### config.mk
export PLATFORM = sky130hd
export DESIGN_NAME = bus_address_decoder_with_overlay_unit
export DESIGN_NICKNAME = d
export VERILOG_FILES = /design/src/bado_pkg.sv /design/src/bado_front.sv /design/src/bado_queue.sv /design/src/bado_back.sv /design/src/bus_address_decoder_with_overlay_unit.sv
export VERILOG_INCLUDE_DIRS = /design/src /design/src/src
export SDC_FILE = /design/constraint.sdc
export NUM_CORES = 1
export LEC_CHECK = 0
export BUFFER_PORTS_ARGS = -buffer_cell sky130_fd_sc_hd__buf_2
export CELL_PAD_IN_SITES_DETAIL_PLACEMENT = 0
export CELL_PAD_IN_SITES_GLOBAL_PLACEMENT = 1
export CORE_ASPECT_RATIO = 2
export CORE_UTILIZATION = 44
export CTS_CLUSTER_DIAMETER = 100
export DETAILED_ROUTE_END_ITERATION = 7
export GPL_TIMING_DRIVEN = 0
export PLACE_DENSITY = 0.84
export SYNTH_ARGS = -nofsm -noshare
export SYNTH_HDL_FRONTEND = slang
export SYNTH_SLANG_ARGS = --single-unit
### constraint.sdc
create_clock -name clk -period 6.1 [get_ports clk]
set_input_delay 0.305 -clock clk [delete_from_list [all_inputs] [get_ports clk]]
set_output_delay 0.305 -clock clk [all_outputs]
set_load 0.005 [all_outputs]
### src/bus_address_decoder_with_overlay_unit_defines.svh
// Assertion macros shared by the address decoder RTL.
// Used by bado_front, bado_queue and bado_back; expects clk and rst_n in scope.
`ifndef BUS_ADDRESS_DECODER_WITH_OVERLAY_UNIT_DEFINES_SVH
`define BUS_ADDRESS_DECODER_WITH_OVERLAY_UNIT_DEFINES_SVH
`ifndef SYNTHESIS
// Antecedent implies consequent in the same cycle.
`define BADO_ASSERT_IMP(lbl, ante, cons) \
    lbl: assert property (@(posedge clk) disable iff (!rst_n) (ante) |-> (cons)) \
        else $error("%m: check failed");
// Condition must never hold outside reset.
`define BADO_ASSERT_NEVER(lbl, cond) \
    lbl: assert property (@(posedge clk) disable iff (!rst_n) !(cond)) \
        else $error("%m: forbidden condition");
`else
`define BADO_ASSERT_IMP(lbl, ante, cons)
`define BADO_ASSERT_NEVER(lbl, cond)
`endif
`endif

### src/bado_pkg.sv
// Package for the bus address decoder: codes, job types and decode functions.
// No dependencies; used by every module of the decoder.
`timescale 1ns / 1ps
package bado_pkg;

    localparam int RAM_ADDR_BITS = 22;
    localparam int REGION_BITS   = 17;
    localparam int QUEUE_DEPTH   = 2;

    typedef enum logic [1:0] {
        REQ_READ  = 2'd0,
        REQ_WRITE = 2'd1,
        REQ_PORTA = 2'd2,
        REQ_PORTB = 2'd3
    } req_t;

    typedef enum logic [3:0] {
        TGT_RAM  = 4'd0,
        TGT_ROM  = 4'd1,
        TGT_SCSI = 4'd2,
        TGT_SER  = 4'd3,
        TGT_FLOP = 4'd4,
        TGT_VIA  = 4'd5,
        TGT_FILL = 4'd6,
        TGT_UNH  = 4'd7,
        TGT_CTRL = 4'd8
    } target_t;

    localparam logic [1:0] SIZE_BYTE = 2'd0;
    localparam logic [1:0] SIZE_WORD = 2'd1;

    // How a decoded word slot is carried out on the back side
    typedef enum logic [1:0] {
        MODE_WORD     = 2'd0,
        MODE_ONE_BYTE = 2'd1,
        MODE_TWO_BYTE = 2'd2
    } mode_t;

    localparam logic [7:0] PORTA_FIRST = 8'h67;
    localparam logic [7:0] UNH_FILL    = 8'hFF;

    localparam logic [24:0] ADDR_TOP      = 25'hFFFFFF;
    localparam logic [24:0] ADDR_ROM      = 25'h400000;
    localparam logic [24:0] ADDR_FILL_END = 25'h500000;
    localparam logic [24:0] ADDR_SCSI     = 25'h580000;
    localparam logic [24:0] ADDR_RAM_HI   = 25'h600000;
    localparam logic [24:0] ADDR_RAM_END  = 25'h700000;
    localparam logic [24:0] ADDR_SER      = 25'h800000;
    localparam logic [24:0] ADDR_FLOP     = 25'hC00000;
    localparam logic [24:0] ADDR_FLOP_END = 25'hE00000;
    localparam logic [24:0] ADDR_VIA      = 25'hE80000;
    localparam logic [24:0] ADDR_VIA_END  = 25'hF00000;
    localparam logic [24:0] REGION_WIN    = 25'(1 << REGION_BITS);
    localparam logic [23:0] RAM_MASK      = 24'((1 << RAM_ADDR_BITS) - 1);
    localparam logic [23:0] ROM_MASK      = 24'((1 << REGION_BITS) - 1);

    typedef struct packed {
        target_t     tgt;
        logic [23:0] addr;
        logic [15:0] data;
        mode_t       mode;
    } slot_t;

    typedef struct packed {
        logic       is_ctrl;
        logic       wr;
        logic       two_slots;
        slot_t      slot0;
        slot_t      slot1;
        logic [7:0] ctl;
    } job_t;

    function automatic target_t decode_addr(input logic [24:0] a, input logic overlay);
        target_t t;
        priority if (a > ADDR_TOP)      t = TGT_UNH;
        else if (a < ADDR_ROM)          t = overlay ? ((a < REGION_WIN) ? TGT_ROM : TGT_FILL)
                                                    : TGT_RAM;
        else if (a < ADDR_ROM + REGION_WIN) t = TGT_ROM;
        else if (a < ADDR_FILL_END)     t = TGT_FILL;
        else if (a < ADDR_SCSI)         t = TGT_UNH;
        else if (a < ADDR_RAM_HI)       t = TGT_SCSI;
        else if (a < ADDR_RAM_END)      t = TGT_RAM;
        else if (a < ADDR_SER)          t = TGT_UNH;
        else if (a < ADDR_FLOP)         t = TGT_SER;
        else if (a < ADDR_FLOP_END)     t = TGT_FLOP;
        else if (a < ADDR_VIA)          t = TGT_UNH;
        else if (a < ADDR_VIA_END)      t = TGT_VIA;
        else                            t = TGT_UNH;
        return t;
    endfunction

    function automatic logic [23:0] offset_of(input target_t t, input logic [23:0] a);
        logic [23:0] o;
        unique case (t)
            TGT_RAM:           o = a & RAM_MASK;
            TGT_ROM:           o = a & ROM_MASK;
            TGT_FLOP, TGT_VIA: o = {20'd0, a[12:9]};
            default:           o = a;
        endcase
        return o;
    endfunction

    function automatic logic [7:0] fill_hash(input logic [23:0] a);
        return a[7:0] ^ a[15:8] ^ a[23:16];
    endfunction

endpackage

### src/bado_front.sv
// Front side of the decoder: accepts bus items, holds the control bits, builds jobs.
// Depends on bado_pkg and the shared assertion macro header.
`timescale 1ns / 1ps
`include "bus_address_decoder_with_overlay_unit_defines.svh"
module bado_front
(
    input  logic             clk,
    input  logic             rst_n,
    input  logic             s_tvalid,
    output logic             s_tready,
    input  logic [63:0]      s_tdata,   // access_size[1:0], address[25:2], write_data_in[57:26]
    input  logic [1:0]       s_tuser,   // req_type[1:0]
    input  logic             q_full,
    output logic             q_push,
    output bado_pkg::job_t   q_job
);

    logic              accept;
    bado_pkg::req_t    req;
    logic [1:0]        size;
    logic [24:0]       a0;
    logic [24:0]       a1;
    logic [31:0]       din;
    logic [7:0]        porta_val;
    bado_pkg::target_t t0;
    bado_pkg::target_t t1;

    logic       overlay_reg, overlay_next;
    logic       video_reg, video_next;
    logic       audio_reg, audio_next;
    logic [2:0] volume_reg, volume_next;
    logic       sound_reg, sound_next;
    logic       head_reg, head_next;
    logic       first_pending_reg, first_pending_next;

    assign s_tready = !q_full;
    assign accept   = s_tvalid && !q_full;
    assign q_push   = accept;

    assign req  = bado_pkg::req_t'(s_tuser);
    assign size = s_tdata[1:0];
    assign a0   = {1'b0, s_tdata[25:2]};
    assign a1   = a0 + 25'd2;
    assign din  = s_tdata[57:26];

    assign t0 = bado_pkg::decode_addr(a0, overlay_reg);
    assign t1 = bado_pkg::decode_addr(a1, overlay_reg);

    // first port A write after reset loads a fixed control byte
    assign porta_val = first_pending_reg ? bado_pkg::PORTA_FIRST : din[7:0];

    always_comb
    begin
        overlay_next       = overlay_reg;
        video_next         = video_reg;
        audio_next         = audio_reg;
        volume_next        = volume_reg;
        sound_next         = sound_reg;
        head_next          = head_reg;
        first_pending_next = first_pending_reg;
        if (accept && req == bado_pkg::REQ_PORTA)
        begin
            video_next         = porta_val[6];
            overlay_next       = porta_val[4];
            audio_next         = porta_val[3];
            volume_next        = porta_val[2:0];
            head_next          = porta_val[5];
            first_pending_next = 1'b0;
        end
        else if (accept && req == bado_pkg::REQ_PORTB)
        begin
            sound_next = !din[7];
        end
    end

    always_ff @(posedge clk or negedge rst_n)
    begin
        if (!rst_n)
        begin
            overlay_reg       <= 1'b1;
            video_reg         <= 1'b0;
            audio_reg         <= 1'b0;
            volume_reg        <= 3'd0;
            sound_reg         <= 1'b0;
            head_reg          <= 1'b0;
            first_pending_reg <= 1'b1;
        end
        else
        begin
            overlay_reg       <= overlay_next;
            video_reg         <= video_next;
            audio_reg         <= audio_next;
            volume_reg        <= volume_next;
            sound_reg         <= sound_next;
            head_reg          <= head_next;
            first_pending_reg <= first_pending_next;
        end
    end

    // build the job: up to two word slots, each already decoded
    always_comb
    begin
        q_job            = '0;
        q_job.is_ctrl    = (req == bado_pkg::REQ_PORTA) || (req == bado_pkg::REQ_PORTB);
        q_job.wr         = (req == bado_pkg::REQ_WRITE);
        q_job.ctl        = {head_next, sound_next, volume_next, audio_next,
                            video_next, overlay_next};
        q_job.slot0.tgt  = t0;
        q_job.slot0.addr = a0[23:0];
        q_job.slot1.tgt  = t1;
        q_job.slot1.addr = a1[23:0];
        q_job.slot0.mode = ((t0 == bado_pkg::TGT_RAM) || (t0 == bado_pkg::TGT_ROM))
                           ? bado_pkg::MODE_WORD : bado_pkg::MODE_TWO_BYTE;
        q_job.slot1.mode = ((t1 == bado_pkg::TGT_RAM) || (t1 == bado_pkg::TGT_ROM))
                           ? bado_pkg::MODE_WORD : bado_pkg::MODE_TWO_BYTE;
        priority if (size == bado_pkg::SIZE_BYTE)
        begin
            q_job.slot0.mode = bado_pkg::MODE_ONE_BYTE;
            q_job.slot0.data = {8'd0, din[7:0]};
        end
        else if (size == bado_pkg::SIZE_WORD)
        begin
            q_job.slot0.data = din[15:0];
        end
        else
        begin
            q_job.two_slots  = 1'b1;
            q_job.slot0.data = din[31:16];
            q_job.slot1.data = din[15:0];
        end
    end

    `BADO_ASSERT_IMP(a_first_porta, $fell(first_pending_reg),
                     $past(accept) && ($past(req) == bado_pkg::REQ_PORTA))

endmodule

### src/bado_queue.sv
// Short job queue between the decoder front and back.
// Depends on bado_pkg and the shared assertion macro header.
`timescale 1ns / 1ps
`include "bus_address_decoder_with_overlay_unit_defines.svh"
module bado_queue
#(
    parameter int DEPTH = bado_pkg::QUEUE_DEPTH
)
(
    input  logic           clk,
    input  logic           rst_n,
    input  logic           push,
    input  bado_pkg::job_t job_in,
    output logic           full,
    input  logic           pop,
    output bado_pkg::job_t job_out,
    output logic           empty
);

    localparam int PTR_W = (DEPTH > 1) ? $clog2(DEPTH) : 1;
    localparam int CNT_W = $clog2(DEPTH + 1);

    bado_pkg::job_t   mem_reg [DEPTH];
    logic [PTR_W-1:0] wr_ptr_reg, wr_ptr_next;
    logic [PTR_W-1:0] rd_ptr_reg, rd_ptr_next;
    logic [CNT_W-1:0] count_reg, count_next;

    assign full    = (count_reg == CNT_W'(DEPTH));
    assign empty   = (count_reg == '0);
    assign job_out = mem_reg[rd_ptr_reg];

    always_comb
    begin
        wr_ptr_next = wr_ptr_reg;
        rd_ptr_next = rd_ptr_reg;
        count_next  = count_reg;
        if (push)
        begin
            wr_ptr_next = (wr_ptr_reg == PTR_W'(DEPTH - 1)) ? '0 : wr_ptr_reg + 1'b1;
        end
        if (pop)
        begin
            rd_ptr_next = (rd_ptr_reg == PTR_W'(DEPTH - 1)) ? '0 : rd_ptr_reg + 1'b1;
        end
        if (push && !pop)
        begin
            count_next = count_reg + 1'b1;
        end
        else if (pop && !push)
        begin
            count_next = count_reg - 1'b1;
        end
    end

    always_ff @(posedge clk or negedge rst_n)
    begin
        if (!rst_n)
        begin
            wr_ptr_reg <= '0;
            rd_ptr_reg <= '0;
            count_reg  <= '0;
        end
        else
        begin
            wr_ptr_reg <= wr_ptr_next;
            rd_ptr_reg <= rd_ptr_next;
            count_reg  <= count_next;
        end
    end

    always_ff @(posedge clk)
    begin
        if (push)
        begin
            mem_reg[wr_ptr_reg] <= job_in;
        end
    end

    `BADO_ASSERT_NEVER(a_count_range, count_reg > CNT_W'(DEPTH))
    `BADO_ASSERT_IMP(a_no_underflow, pop, !empty)

endmodule

### src/bado_back.sv
// Decoder back side: walks each job into bus transactions, one per cycle while m_tready allows.
// Depends on bado_pkg and the shared assertion macro header.
`timescale 1ns / 1ps
`include "bus_address_decoder_with_overlay_unit_defines.svh"
module bado_back
(
    input  logic           clk,
    input  logic           rst_n,
    input  logic           q_empty,
    input  bado_pkg::job_t q_job,
    output logic           q_pop,
    output logic           m_tvalid,
    input  logic           m_tready,
    output logic [63:0]    m_tdata,   // target_offset[23:0], is_word[24], is_write[25],
                                      // write_data[41:26], fill_data[49:42],
                                      // control_state[57:50]
    output logic [3:0]     m_tuser,   // target[3:0]
    output logic           m_tlast
);

    logic              load;
    logic              issue;
    bado_pkg::slot_t   sl;
    logic [23:0]       byte_addr;
    logic [7:0]        byte_data;
    logic              slot_done;
    logic              job_done;
    logic              periph_wr;

    logic              slot_reg, slot_next;
    logic              phase_reg, phase_next;
    logic              valid_reg, valid_next;

    bado_pkg::target_t tgt_reg, tgt_next;
    logic [23:0]       off_reg, off_next;
    logic              word_reg, word_next;
    logic              write_reg, write_next;
    logic [15:0]       wdata_reg, wdata_next;
    logic [7:0]        fill_reg, fill_next;
    logic              last_reg, last_next;
    logic [7:0]        ctl_reg, ctl_next;

    assign load  = !valid_reg || m_tready;
    assign issue = load && !q_empty;

    assign sl        = slot_reg ? q_job.slot1 : q_job.slot0;
    assign byte_addr = sl.addr + {23'd0, phase_reg};
    assign byte_data = (sl.mode == bado_pkg::MODE_TWO_BYTE && !phase_reg)
                       ? sl.data[15:8] : sl.data[7:0];
    assign slot_done = (sl.mode != bado_pkg::MODE_TWO_BYTE) || phase_reg;
    assign job_done  = q_job.is_ctrl || (slot_done && (slot_reg || !q_job.two_slots));
    assign q_pop     = issue && job_done;
    assign periph_wr = (sl.tgt == bado_pkg::TGT_RAM) || (sl.tgt == bado_pkg::TGT_SCSI) ||
                       (sl.tgt == bado_pkg::TGT_SER) || (sl.tgt == bado_pkg::TGT_FLOP) ||
                       (sl.tgt == bado_pkg::TGT_VIA);

    // advance through slot and byte phase; restart on the final transaction
    always_comb
    begin
        slot_next  = slot_reg;
        phase_next = phase_reg;
        if (issue)
        begin
            priority if (job_done)
            begin
                slot_next  = 1'b0;
                phase_next = 1'b0;
            end
            else if (slot_done)
            begin
                slot_next  = 1'b1;
                phase_next = 1'b0;
            end
            else
            begin
                phase_next = 1'b1;
            end
        end
    end

    // form the next transaction
    always_comb
    begin
        tgt_next   = sl.tgt;
        off_next   = bado_pkg::offset_of(sl.tgt, byte_addr);
        word_next  = 1'b0;
        write_next = 1'b0;
        wdata_next = '0;
        fill_next  = '0;
        last_next  = job_done;
        ctl_next   = q_job.ctl;
        if (q_job.is_ctrl)
        begin
            tgt_next = bado_pkg::TGT_CTRL;
            off_next = '0;
        end
        else
        begin
            unique case (sl.mode)
                bado_pkg::MODE_WORD:
                begin
                    off_next   = bado_pkg::offset_of(sl.tgt, sl.addr);
                    word_next  = 1'b1;
                    write_next = q_job.wr && (sl.tgt == bado_pkg::TGT_RAM);
                    wdata_next = q_job.wr ? sl.data : 16'd0;
                end
                default:
                begin
                    write_next = q_job.wr && periph_wr;
                    wdata_next = q_job.wr ? {8'd0, byte_data} : 16'd0;
                    if (!q_job.wr && sl.tgt == bado_pkg::TGT_FILL)
                    begin
                        fill_next = bado_pkg::fill_hash(byte_addr);
                    end
                    else if (!q_job.wr && sl.tgt == bado_pkg::TGT_UNH)
                    begin
                        fill_next = bado_pkg::UNH_FILL;
                    end
                end
            endcase
        end
    end

    assign valid_next = issue ? 1'b1 : (m_tready ? 1'b0 : valid_reg);

    always_ff @(posedge clk or negedge rst_n)
    begin
        if (!rst_n)
        begin
            slot_reg  <= 1'b0;
            phase_reg <= 1'b0;
            valid_reg <= 1'b0;
        end
        else
        begin
            slot_reg  <= slot_next;
            phase_reg <= phase_next;
            valid_reg <= valid_next;
        end
    end

    always_ff @(posedge clk)
    begin
        if (issue)
        begin
            tgt_reg   <= tgt_next;
            off_reg   <= off_next;
            word_reg  <= word_next;
            write_reg <= write_next;
            wdata_reg <= wdata_next;
            fill_reg  <= fill_next;
            last_reg  <= last_next;
            ctl_reg   <= ctl_next;
        end
    end

    assign m_tvalid = valid_reg;
    assign m_tuser  = tgt_reg;
    assign m_tlast  = last_reg;
    assign m_tdata  = {6'd0, ctl_reg, fill_reg, wdata_reg, write_reg, word_reg, off_reg};

    `BADO_ASSERT_IMP(a_ctrl_last, valid_reg && tgt_reg == bado_pkg::TGT_CTRL, last_reg)
    `BADO_ASSERT_IMP(a_word_mem, valid_reg && word_reg,
                     tgt_reg == bado_pkg::TGT_RAM || tgt_reg == bado_pkg::TGT_ROM)

endmodule

### src/bus_address_decoder_with_overlay_unit.sv
// Top level of the bus address decoder with boot ROM overlay.
// Depends on bado_pkg, bado_front, bado_queue and bado_back.
//
// Usage:
//   Input channel s_*: one CPU bus access or control port write per item.
//   s_tuser carries req_type; s_tdata carries access_size, address and write data.
//   Output channel m_*: one bus transaction per item; m_tuser is the target,
//   m_tlast marks the final transaction caused by an input item.
//   A byte access or control write gives one transaction, a word to RAM or ROM one,
//   a word elsewhere two byte transactions, a long two words (up to four).
// Flow: an accepted item is written into the job queue, then its first transaction
//   is loaded into the output register once that register is free.
// Throughput: the back end issues one transaction per cycle while m_tready lets
//   the output register move on; an item gives 1 to 4 transactions, as set by the
//   expansion sequencer in bado_back. The front keeps taking items while the job
//   queue has room, also while a finished transaction waits on m_tready.
// Reset: overlay on (ROM at zero), other control bits clear, the first port A
//   write pending its fixed value; queue and output register empty.
// Stall: with m_tready low the output register holds, the queue fills and then
//   s_tready drops until the receiver takes transactions again.
`timescale 1ns / 1ps
module bus_address_decoder_with_overlay_unit
#(
    parameter int QUEUE_DEPTH = bado_pkg::QUEUE_DEPTH
)
(
    input  logic        clk,
    input  logic        rst_n,
    input  logic        s_tvalid,
    output logic        s_tready,
    input  logic [63:0] s_tdata,   // access_size[1:0], address[25:2], write_data_in[57:26]
    input  logic [1:0]  s_tuser,   // req_type[1:0]
    output logic        m_tvalid,
    input  logic        m_tready,
    output logic [63:0] m_tdata,   // target_offset[23:0], is_word[24], is_write[25],
                                   // write_data[41:26], fill_data[49:42],
                                   // control_state[57:50]
    output logic [3:0]  m_tuser,   // target[3:0]
    output logic        m_tlast
);

    // jobs from classifier to sequencer
    logic           q_push;
    logic           q_full;
    logic           q_pop;
    logic           q_empty;
    bado_pkg::job_t job_in;
    bado_pkg::job_t job_out;

    // classify and track control bits
    bado_front u_front
    (
        .clk      (clk),
        .rst_n    (rst_n),
        .s_tvalid (s_tvalid),
        .s_tready (s_tready),
        .s_tdata  (s_tdata),
        .s_tuser  (s_tuser),
        .q_full   (q_full),
        .q_push   (q_push),
        .q_job    (job_in)
    );

    // decouple front and back
    bado_queue #(.DEPTH(QUEUE_DEPTH)) u_queue
    (
        .clk     (clk),
        .rst_n   (rst_n),
        .push    (q_push),
        .job_in  (job_in),
        .full    (q_full),
        .pop     (q_pop),
        .job_out (job_out),
        .empty   (q_empty)
    );

    // expand jobs into transactions behind the output register
    bado_back u_back
    (
        .clk      (clk),
        .rst_n    (rst_n),
        .q_empty  (q_empty),
        .q_job    (job_out),
        .q_pop    (q_pop),
        .m_tvalid (m_tvalid),
        .m_tready (m_tready),
        .m_tdata  (m_tdata),
        .m_tuser  (m_tuser),
        .m_tlast  (m_tlast)
    );

endmodule

Word-level counts from Yosys, hierarchy flattened --
Memories as Yosys holds them, arrays and structs flattened. Cells that the tools add are included.
Storage, ports and cells: word-level logic and storage cells 186, memories 1, flip-flop bits (word level) 79, output and inout bits 71, input port bits 70, RAM bits 206
Operators by class: eq/ne operators 16, muxes and demuxes 69, reductions and logical operators 45, bitwise operators 2, $lt $le $gt $ge 26, add/subtract/negate cells 6
Memories:
- u_queue.mem_reg | depth 2, bits a word 103, read ports 1, clocked after memory_dff 0, wr ports 1, RTL line bado_queue.sv:23 | bado_pkg::job_t mem_reg [DEPTH];
Operators by type and width (number):
- 25-bit by 23-bit less-than comparator with 1-bit output, second input constant | 6
- 24-bit by 23-bit less-than comparator with 1-bit output, second input constant | 6
- 24-bit case mux with 3 select lines | 2
- 25-bit by 24-bit less-than comparator with 1-bit output, second input constant | 5
- 24-bit less-than comparator, second input constant | 5
- 16-bit two-way mux | 6
- 4-bit two-way mux | 24
- 46-bit two-way mux | 1
- 8-bit two-way mux | 4
- 24-bit by 2-bit adder with 25-bit output, second input constant | 1
- 25-bit by 24-bit > comparator with 1-bit output, second input constant | 1
- 25-bit by 18-bit less-than comparator with 1-bit output, second input constant | 1
- 24-bit by 1-bit adder with 24-bit output | 1
- 24-bit > comparator, second input constant | 1
- 24-bit by 18-bit less-than comparator with 1-bit output, second input constant | 1
- 24-bit two-way mux | 1
- 1-bit two-way mux | 20
- 4-bit by 3-bit == test with 1-bit output, second input constant | 4
- 8-bit bitwise XOR | 2
- 2-bit two-way mux | 7
- 1-bit logical AND | 13
- 4-bit by 1-bit == test with 1-bit output, second input constant | 3
- 4-bit logical NOT | 3
- 1-bit logical OR | 11
- 14 further kinds | 35

Depth between registers and ports, before layout --
Gate-level depths: netlist of the first run.
word-level depth 17, mapped depth 15, gate-level depth less buffers 11

Cells and area by module --
Synthesis of the first run repeated with hierarchy kept, for this count alone.
Unflattened totals: cell total of the unflattened synthesis 1074, area, all modules 14567.7 sq um
Modules (own cells, without submodules):
- bado_queue | area each 7871.3 sq um, times used 1, cells an instance 337, seq. area each 6286.0 sq um
- bado_back | area each 4521.8 sq um, times used 1, cells an instance 421, seq. area each 1966.9 sq um
- bado_front | area each 2174.6 sq um, times used 1, cells an instance 316, seq. area each 227.7 sq um

Worst setup path before layout of the first run --
Ideal clock, no wire load.
path type reg-to-reg, start register u_queue.count_reg[0], end memory u_queue.mem_reg[0][0] in the netlist's numbering, enable pin, setup slack 0.274 ns, cell stages (with the launch flop) 5, data arrival time 5.257 ns, path buffers 1, required time 5.531 ns, cells stage by stage dfrtp_1 nand2b_1 and2_1 clkbuf_1 nor2b_1
Between the ends: cells in the longest elaborated chain, start to end 5
Ends and longest elaborated chain:
- from (decl) | RTL line bado_queue.sv:26 | logic [CNT_W-1:0] count_reg, count_next;
- from (signal assigned) | RTL line bado_queue.sv:67 | count_reg <= count_next;
- 2-bit == test | RTL line bado_queue.sv:28 | assign full = (count_reg == CNT_W'(DEPTH));
- 1-bit logical NOT
- via s_tready | RTL line bus_address_decoder_with_overlay_unit.sv:30 | output logic s_tready,
- 1-bit logical AND | RTL line bado_front.sv:37 | assign accept = s_tvalid && !q_full;
- via q_push | RTL line bus_address_decoder_with_overlay_unit.sv:43 | logic q_push;
- 1-bit two-way mux | RTL line bado_queue.sv:73 | if (push)
- 1-bit two-way mux (implied by the code) | RTL line bado_queue.sv:75 | mem_reg[wr_ptr_reg] <= job_in;
- to (decl) | RTL line bado_queue.sv:23
The timed path passes the listed nets, and every way through them passes these cells.

Final worst setup path of the first run --
start register u_queue.rd_ptr_reg, end register u_back.fill_reg[6] (data pin)
Between the ends: cells in the longest elaborated chain, start to end 6, elaborated cells between the ends (all ways) 14, those cells by class add/sub: 1; eq/ne: 2; mux: 3; bitwise: 2; reduce/logical: 5; memory: 1
Ends and longest elaborated chain:
- from (decl) | RTL line bado_queue.sv:25 | logic [PTR_W-1:0] rd_ptr_reg, rd_ptr_next;
- from (signal assigned) | RTL line bado_queue.sv:66 | rd_ptr_reg <= rd_ptr_next;
- memory 2 x 103 bit (*)
- 46-bit two-way mux | RTL line bado_back.sv:46 | assign sl = slot_reg ? q_job.slot1 : q_job.slot0;
- 24-bit by 1-bit adder with 24-bit output or 4-bit by 3-bit == test with 1-bit output (tied branches) | RTL line bado_back.sv:47, bado_back.sv:115
- 8-bit bitwise XOR or 1-bit logical AND (tied branches) | RTL line bado_pkg.sv:104, bado_back.sv:115
- 8-bit bitwise XOR or 8-bit two-way mux (tied branches) | RTL line bado_pkg.sv:104, bado_back.sv:115
- 8-bit two-way mux | RTL line bado_back.sv:111 | if (!q_job.wr && sl.tgt == bado_pkg::TGT_FILL)
- to (signal assigned) | RTL line bado_back.sv:151 | fill_reg <= fill_next;
- to (decl) | RTL line bado_back.sv:39 | logic [7:0] fill_reg, fill_next;
Every way passes the cells marked *; elsewhere a longest branch is shown, timed or not. A chain may end at the register's enable or synchronous reset.

==> results.py, run 1 <==
metrics = {
    "routing": {
        "drt_pre_antenna_iters": 5,
        "drtAntennaViolNets": 0,
        "routed_wl_um": 29900,
        "via_per_inst": 5.46,
        "drc": 0,
        "drt-initial-drc-count": 455,
        "vias": 7749,
        "wl_per_cell_um": 21.1,
    },
    "critical_path": {
        "cp-end-kind": "flip-flop",
        "worstPathCellList": "buf_2, buf_6, buf_6, buf_6, buf_2, mux2_2, ha_1, ha_1, and4_1, nand2_1, xor2_1, nand2_1, o32ai_1, a21o_1, a21oi_1",
        "r2r_setup_slack_ns": 2.02,
        "crit_path_max_incr_delay_ns": 0.40,
        "crit_required_ns": 6.35,
        "critPathMaxFanout": 10,
        "cp_slowest_cell": "dfrtp_1",
        "crit_arrival_ns": 4.33,
        "critPathLaunch": "u_queue.rd_ptr_reg",
        "path_common_cell": "buf_6",
        "worstReg2RegStart": "u_queue.rd_ptr_reg",
        "start_kind": "flip-flop",
        "r2r_cells": 15,
        "r2r_end": "u_back.fill_reg[6]",
        "path_class": "reg -> reg",
    },
    "power_and_ir_drop": {
        "power_density_nw_per_um2": 485,
        "vdd_drop_max_uv": 265,
        "power.leakage_uw": 0.00528,
    },
    "job": {
        "cap_violations": 0,
    },
    "clocking": {
        "path_clk_slew_ns": 0.07,
        "post_cts_buffers": 0,
        "numCtsBuffers": 22,
        "clockBufferDepth": 3,
        "htree_num_levels": 1,
        "cts_tree": "built",
        "clk_latency_ns": 0.52,
        "clock_sinks": 277,
        "root_buffer": "clkbuf_16",
        "cts_resized": 0,
    },
    "hold_path": {
        "hold_start": "s_tdata[2]",
        "hold_class": "in -> reg",
        "hold-path-endpoint": "u_queue.mem_reg[0][72]",
        "hold_depth": 1,
    },
    "die": {
        "die_area_um2": 29600,
        "ioPinCount": 141,
        "die_w_um": 122,
        "die_h_um": 242,
        "start_util_pct": 44.9,
        "core_um2": 28300,
        "rows": 87,
    },
    "logic_synthesis": {
        "synthDistinctLibCells": 68,
        "ys.flop_type": "edfxtp_1",
        "syn_avg_cell_area_um2": 14.4,
        "yosys_register_bits": 277,
        "netlist_top_cells_count": "edfxtp_1 (261), nor2_1 (76), nand2_1 (62), xnor2_1 (46), mux4_2 (42)",
        "synth_edf_count": 261,
        "synthTopCellsByArea": "edfxtp_1 (62%), mux4_2 (7.4%), xnor2_1 (3.2%)",
        "synthArstFlopShare_pct": 5.78,
        "synth.most_common_cell": "edfxtp_1",
        "ys_seq_area_share_pct": 64.9,
        "synth_area_leader_cell": "edfxtp_1",
        "syn_inst": 882,
        "synth_area_um2": 12700,
        "synth_warnings": 0,
        "synth_top_area_share_pct": 61.7,
    },
    "grt": {
        "overflow": 0,
        "track_usage_pct": 20.8,
        "grt_max_degree": 68,
        "grt_pass1_vias": 8240,
        "antenna_found_initial": 0,
        "grt_pass1_wl_um": 45800,
    },
    "status": {
        "status": "finished clean",
    },
    "sta": {
        "max_freq_ghz": 0.245,
        "rsz0062_at_grt": "false",
        "hold_viol": 0,
        "slew_headroom_pct": 35.8,
        "period_share_pct": 66.9,
        "drv_slew": 0,
        "fin_skew_ns": 0.0153,
        "setup_viol": 0,
        "worst_pin_slew_ns": 0.963,
        "finalCriticalPeriod_ns": 4.08,
    },
    "final_layout": {
        "synthToLayoutAreaGrowth_pct": 15.5,
        "nets": 1121,
        "design_area_um2": 14700,
        "n_antenna_cell": 0,
        "layout-drive-gt1-share_pct": 25.4,
        "final_util_pct": 51.9,
        "largest_register_ffs": 198,
    },
    "placed_design": {
        "port_buffers": 127,
        "dpl.hpwl_um": 23200,
        "placed_cell_area_um2": 13900,
        "routabilityCongestion": 0.871,
    },
}
## cells in the final DEF, fill, tap and decap left out, types with 24 or more instances in the layout
cell	count
and2_1	29
buf_2	136
clkbuf_1	26
edfxtp_1	261
mux4_2	42
nand2_1	62
nand3_1	24
nor2_1	76
xnor2_1	46
xor2_1	31
## power by group
group          internal (uW)  leakage [uW]  switching [uW]
logic                   1130       0.00226            1590
clock network            779      0.000348             642
registers               2820       0.00267             162
total                   4730       0.00528            2390
## kinds of logic after synthesis
group	count (synthesis)	share of synthesized area, %
multiplexers	77	10.4
other	1	0.0295
flip-flops	277	64.9
AND/OR/NAND/NOR	288	11.7
buffers and inverters	67	2.49
adder cells (fa/ha/maj)	5	0.492
XOR/XNOR	77	5.31
AO/OA/AOI/OAI	90	4.74
## how the worst max path moves through the flow
stage | endpoint | slack [ns] | cells past startpoint
after detailed placement | u_back.fill_reg[6] | 2.05 | 15
after CTS | u_back.fill_reg[6] | 2.00 | 15
after floorplan | u_queue.mem_reg[0][0] | 0.27 | 4
after global placement | u_queue.mem_reg[0][33] | -2.08 | 4
final | u_back.fill_reg[6] | 2.02 | 15
after global routing | u_back.fill_reg[6] | 1.77 | 15
## layout make-up
class,instances,area (um^2)
fill,2430,13600
sequential,277,8240
multi-input combinational,543,4190
timing repair buffer,135,763
clock buffer,24,579
tap,356,445
buffer,49,249
clock inverter,16,148
inverter,18,67.6
## worst max-delay path: cells and delay by family, from the launching register on
family / cells / cell delay, ns
xor gates and xnor gates: 1 / 0.28
DFF: 1 / 0.40
and+or+nand+nor: 3 / 0.48
buffers and inverters: 5 / 1.23
muxes: 1 / 0.40
adders and majority gates: 2 / 0.51
AOI/OAI and AO/OA: 3 / 0.48
## timing repair
| item | CTS | global route |
|---|---|---|
| hold buffers | 4 | 0 |
| setup endpoints to repair | 0 | 0 |
| endpoints found under the hold margin | 20 | 0 |
## through the flow
step	TNS, ns	hold slack (ns)	setup WS, ns	total power (uW)	std cells
floorplan	0	0.00941	0.274	4870	887
global placement	-204.58	0.257	-2.08	5750	1370
detailed placement	0	0.257	2.05	5780	1374
CTS	0	0.00142	2.00	7200	1418
global route	0	0.00453	1.77	7490	1418
finish	0	0.0248	2.02	7120	1418
## layer usage
| metal | wire (um) | global-route usage (%) | part of all wire, % | vias up |
|---|---|---|---|---|
| met3 | 1200 | 2.26 | 4.0 | 89 |
| met1 | 9410 | 19.4 | 32 | 3785 |
| met5 | 0 | 0 | 0 | - |
| li1 | - | - | - | 3631 |
| met4 | 1540 | 11.6 | 5.2 | 0 |
| met2 | 17700 | 41.7 | 59 | 244 |
No activity file was read; power rests on OpenSTA's default activity.
==> run 2: changes to the inputs <==
==> constraint.sdc (replaced) <==
create_clock -name clk -period 3.5 [get_ports clk]
set_input_delay 0.175 -clock clk [delete_from_list [all_inputs] [get_ports clk]]
set_output_delay 0.175 -clock clk [all_outputs]
set_load 0.005 [all_outputs]
==> run 2 against run 1 <==
Total power rose by 76%. Critical path type is now in -> reg. First-iteration DRC count increased by 6.8%. Die area stayed put. Combinational power is 82% higher. Worst setup slack worse by 1.9 ns. Worst hold slack worse by 0.016 ns. Flip-flop and latch count unchanged. Core utilization increased by 1.7 points.
==> results.py, run 2 (synthesis gave the netlist of run 1 again) <==
metrics = {
    "clocking": {
        "path_clk_slew_ns": 0.07,
        "root_buffer": "clkbuf_16",
        "clk_latency_ns": 0.51,
        "clock_sinks": 277,
        "cts_tree": "built",
        "clockBufferDepth": 3,
        "htree_num_levels": 1,
        "numCtsBuffers": 21,
    },
    "critical_path": {
        "r2r_setup_slack_ns": 0.23,
        "start_kind": "input pin",
        "path_buf_inv": 3,
        "cp.depth": 11,
        "cp-end-kind": "flip-flop",
        "crit_path_max_incr_delay_ns": 0.67,
        "cp_slowest_cell": "or4_2",
        "r2r_end": "u_back.fill_reg[6]",
        "worstPathCellList": "dlygate4sd3_1, buf_2, nand4_1, or4_2, nor3_4, xnor2_1, inv_1, or4_4, a21o_2, o31ai_2, o211ai_1",
        "worstReg2RegStart": "u_queue.rd_ptr_reg",
        "crit_required_ns": 3.72,
        "crit_arrival_ns": 3.57,
        "critPathMaxFanout": 7,
        "r2r_cells": 14,
        "path_class": "in -> reg",
        "cpLargestDelayFamily": "simple AND/OR/NAND/NOR gates",
    },
    "final_layout": {
        "multi_input_area_um2": 4230,
        "largest_register_ffs": 198,
        "final_cell_mix": "edfxtp_1 (261), buf_2 (135), nor2_1 (76)",
        "ff_latch_area_um2": 8240,
        "mostFrequentLayoutCell": "edfxtp_1",
        "design_area_um2": 15200,
        "nets": 1167,
        "layout-drive-gt1-share_pct": 25.6,
        "fillers": 2395,
        "n_antenna_cell": 0,
        "synthToLayoutAreaGrowth_pct": 19.4,
    },
    "routing": {
        "drt_pre_antenna_iters": 4,
        "drtAntennaViolNets": 0,
        "routed_wl_um": 30200,
        "wl_per_cell_um": 20.6,
        "drc": 0,
        "drt-initial-drc-count": 486,
        "via_per_inst": 5.48,
        "vias": 8016,
    },
    "sta": {
        "setup_viol": 0,
        "period_share_pct": 95.7,
        "fin_skew_ns": 0.0135,
        "worst_pin_slew_ns": 0.961,
        "slew_headroom_pct": 36.0,
        "finalCriticalPeriod_ns": 3.35,
        "tns_ns": 0,
        "max_freq_ghz": 0.298,
        "hold_viol": 0,
        "drv_slew": 0,
    },
    "grt": {
        "grt_pass1_vias": 8333,
        "overflow": 0,
        "antenna_found_initial": 0,
        "use_met1_pct": 19.7,
        "gr-usage-met2_pct": 41.7,
        "track_usage_pct": 20.8,
        "grt_max_degree": 68,
        "grt_use_met3_pct": 1.77,
        "grt_pass1_wl_um": 45900,
        "grt_busiest_layer": "met2",
    },
    "placed_design": {
        "dpl.hpwl_um": 22900,
        "routabilityCongestion": 0.882,
        "port_buffers": 127,
        "placed_cell_area_um2": 13900,
    },
    "power_and_ir_drop": {
        "total_power_uw": 12600,
        "power_density_nw_per_um2": 828,
        "pwr-share-seq_pct": 41.4,
        "power_switching_uw": 4200,
        "p_clk_share_pct": 19.3,
        "power.leakage_uw": 0.00551,
        "netSwitchingFraction_pct": 33.4,
        "p_int_uw": 8370,
        "power_frac_comb_pct": 39.3,
        "vdd_drop_max_uv": 407,
    },
    "job": {
        "cap_violations": 0,
    },
    "hold_path": {
        "hold_class": "in -> reg",
        "hold_start": "s_tdata[45]",
        "hold-path-endpoint": "u_queue.mem_reg[1][59]",
        "hold_depth": 2,
    },
    "die": {
        "die_w_um": 122,
        "die_area_um2": 29600,
        "core_um2": 28300,
        "die_h_um": 242,
        "start_util_pct": 44.9,
        "rows": 87,
        "ioPinCount": 141,
    },
    "status": {
        "status": "finished clean",
    },
}
## run 2: cell count changes in the layout (fill, tap and decap cells not counted), moves of 3 or more
cell / previous run / this run
clkbuf_1: 26 / 29
clkinvlp_4: 3 / 0
buf_4: 8 / 17
dlygate4sd3_1: 4 / 43
## run 2: routing by layer
metal | part of all wire (%) | vias to the layer above
met5 | 0 | -
met4 | 5.2 | 0
met3 | 3.2 | 74
met2 | 59 | 243
met1 | 33 | 3976
li1 | - | 3723
## run 2: repair_timing
action | CTS | global route
endpoints found under the hold margin | 98 | 0
buffers inserted | 1 | 8
gates resized for setup | 14 | 10
hold buffers | 43 | 0
pin swaps | 1 | 1
endpoints found under the setup margin | 27 | 28
## run 2: how the worst max path moves through the flow
stage	from	to	slack [ns]
after global placement	u_queue.count_reg[0]	u_queue.mem_reg[1][31]	-1.03
final	s_tdata[7]	u_queue.mem_reg[1][52]	0.15
after CTS	u_queue.rd_ptr_reg	u_back.off_reg[21]	0.0008
after floorplan	u_queue.count_reg[0]	u_queue.mem_reg[1][0]	0.11
after global routing	s_tdata[7]	u_queue.mem_reg[1][52]	-0.02
after detailed placement	u_queue.rd_ptr_reg	u_back.fill_reg[6]	-0.56
## run 2: area by class of cell
type | count | area share [%]
buffer | 48 | 1.89
clock buffer | 25 | 3.56
clock inverter | 12 | 0.924
inverter | 18 | 0.445
multi-input combinational | 543 | 27.9
sequential | 277 | 54.3
tap | 356 | 2.94
timing repair buffer | 183 | 8.05
## run 2: worst register-to-register path: stages (launching register included)
cell	delay (ns)
dfrtp_1	0.40
buf_6	0.16
buf_16	0.13
buf_12	0.15
buf_12	0.17
mux2_2	0.35
ha_1	0.23
ha_2	0.23
and4_2	0.23
nand2_1	0.12
xor2_2	0.20
nand2_1	0.13
o32ai_2	0.30
a21o_1	0.16
a21oi_1	0.04
## run 2: power groups by stage
stage                     sequential (uW)  combinational (uW)  clock [uW]
final                                5200                4940        2420
after global routing                 5290                5370        2560
after global placement               5320                4650           0
after floorplan                      5280                3170           0
after CTS                            5210                4940        2460
after detailed placement             5280                4800           0
## run 2: through the flow
| step | cells | worst slack [ns] | utilization (%) | hold slack [ns] |
|---|---|---|---|---|
| 4_1_cts | 1455 | 0.000785 | 53.3 | 0.00150 |
| 5_1_grt | 1462 | -0.0166 | 53.6 | 0.0148 |
| 3_3_place_gp | 1370 | -1.03 | 48.8 | 0.133 |
| 2_1_floorplan | 887 | 0.111 | - | -0.121 |
| 3_5_place_dp | 1374 | -0.555 | 49.2 | 0.130 |
| 6_report | 1462 | 0.149 | 53.6 | 0.00850 |
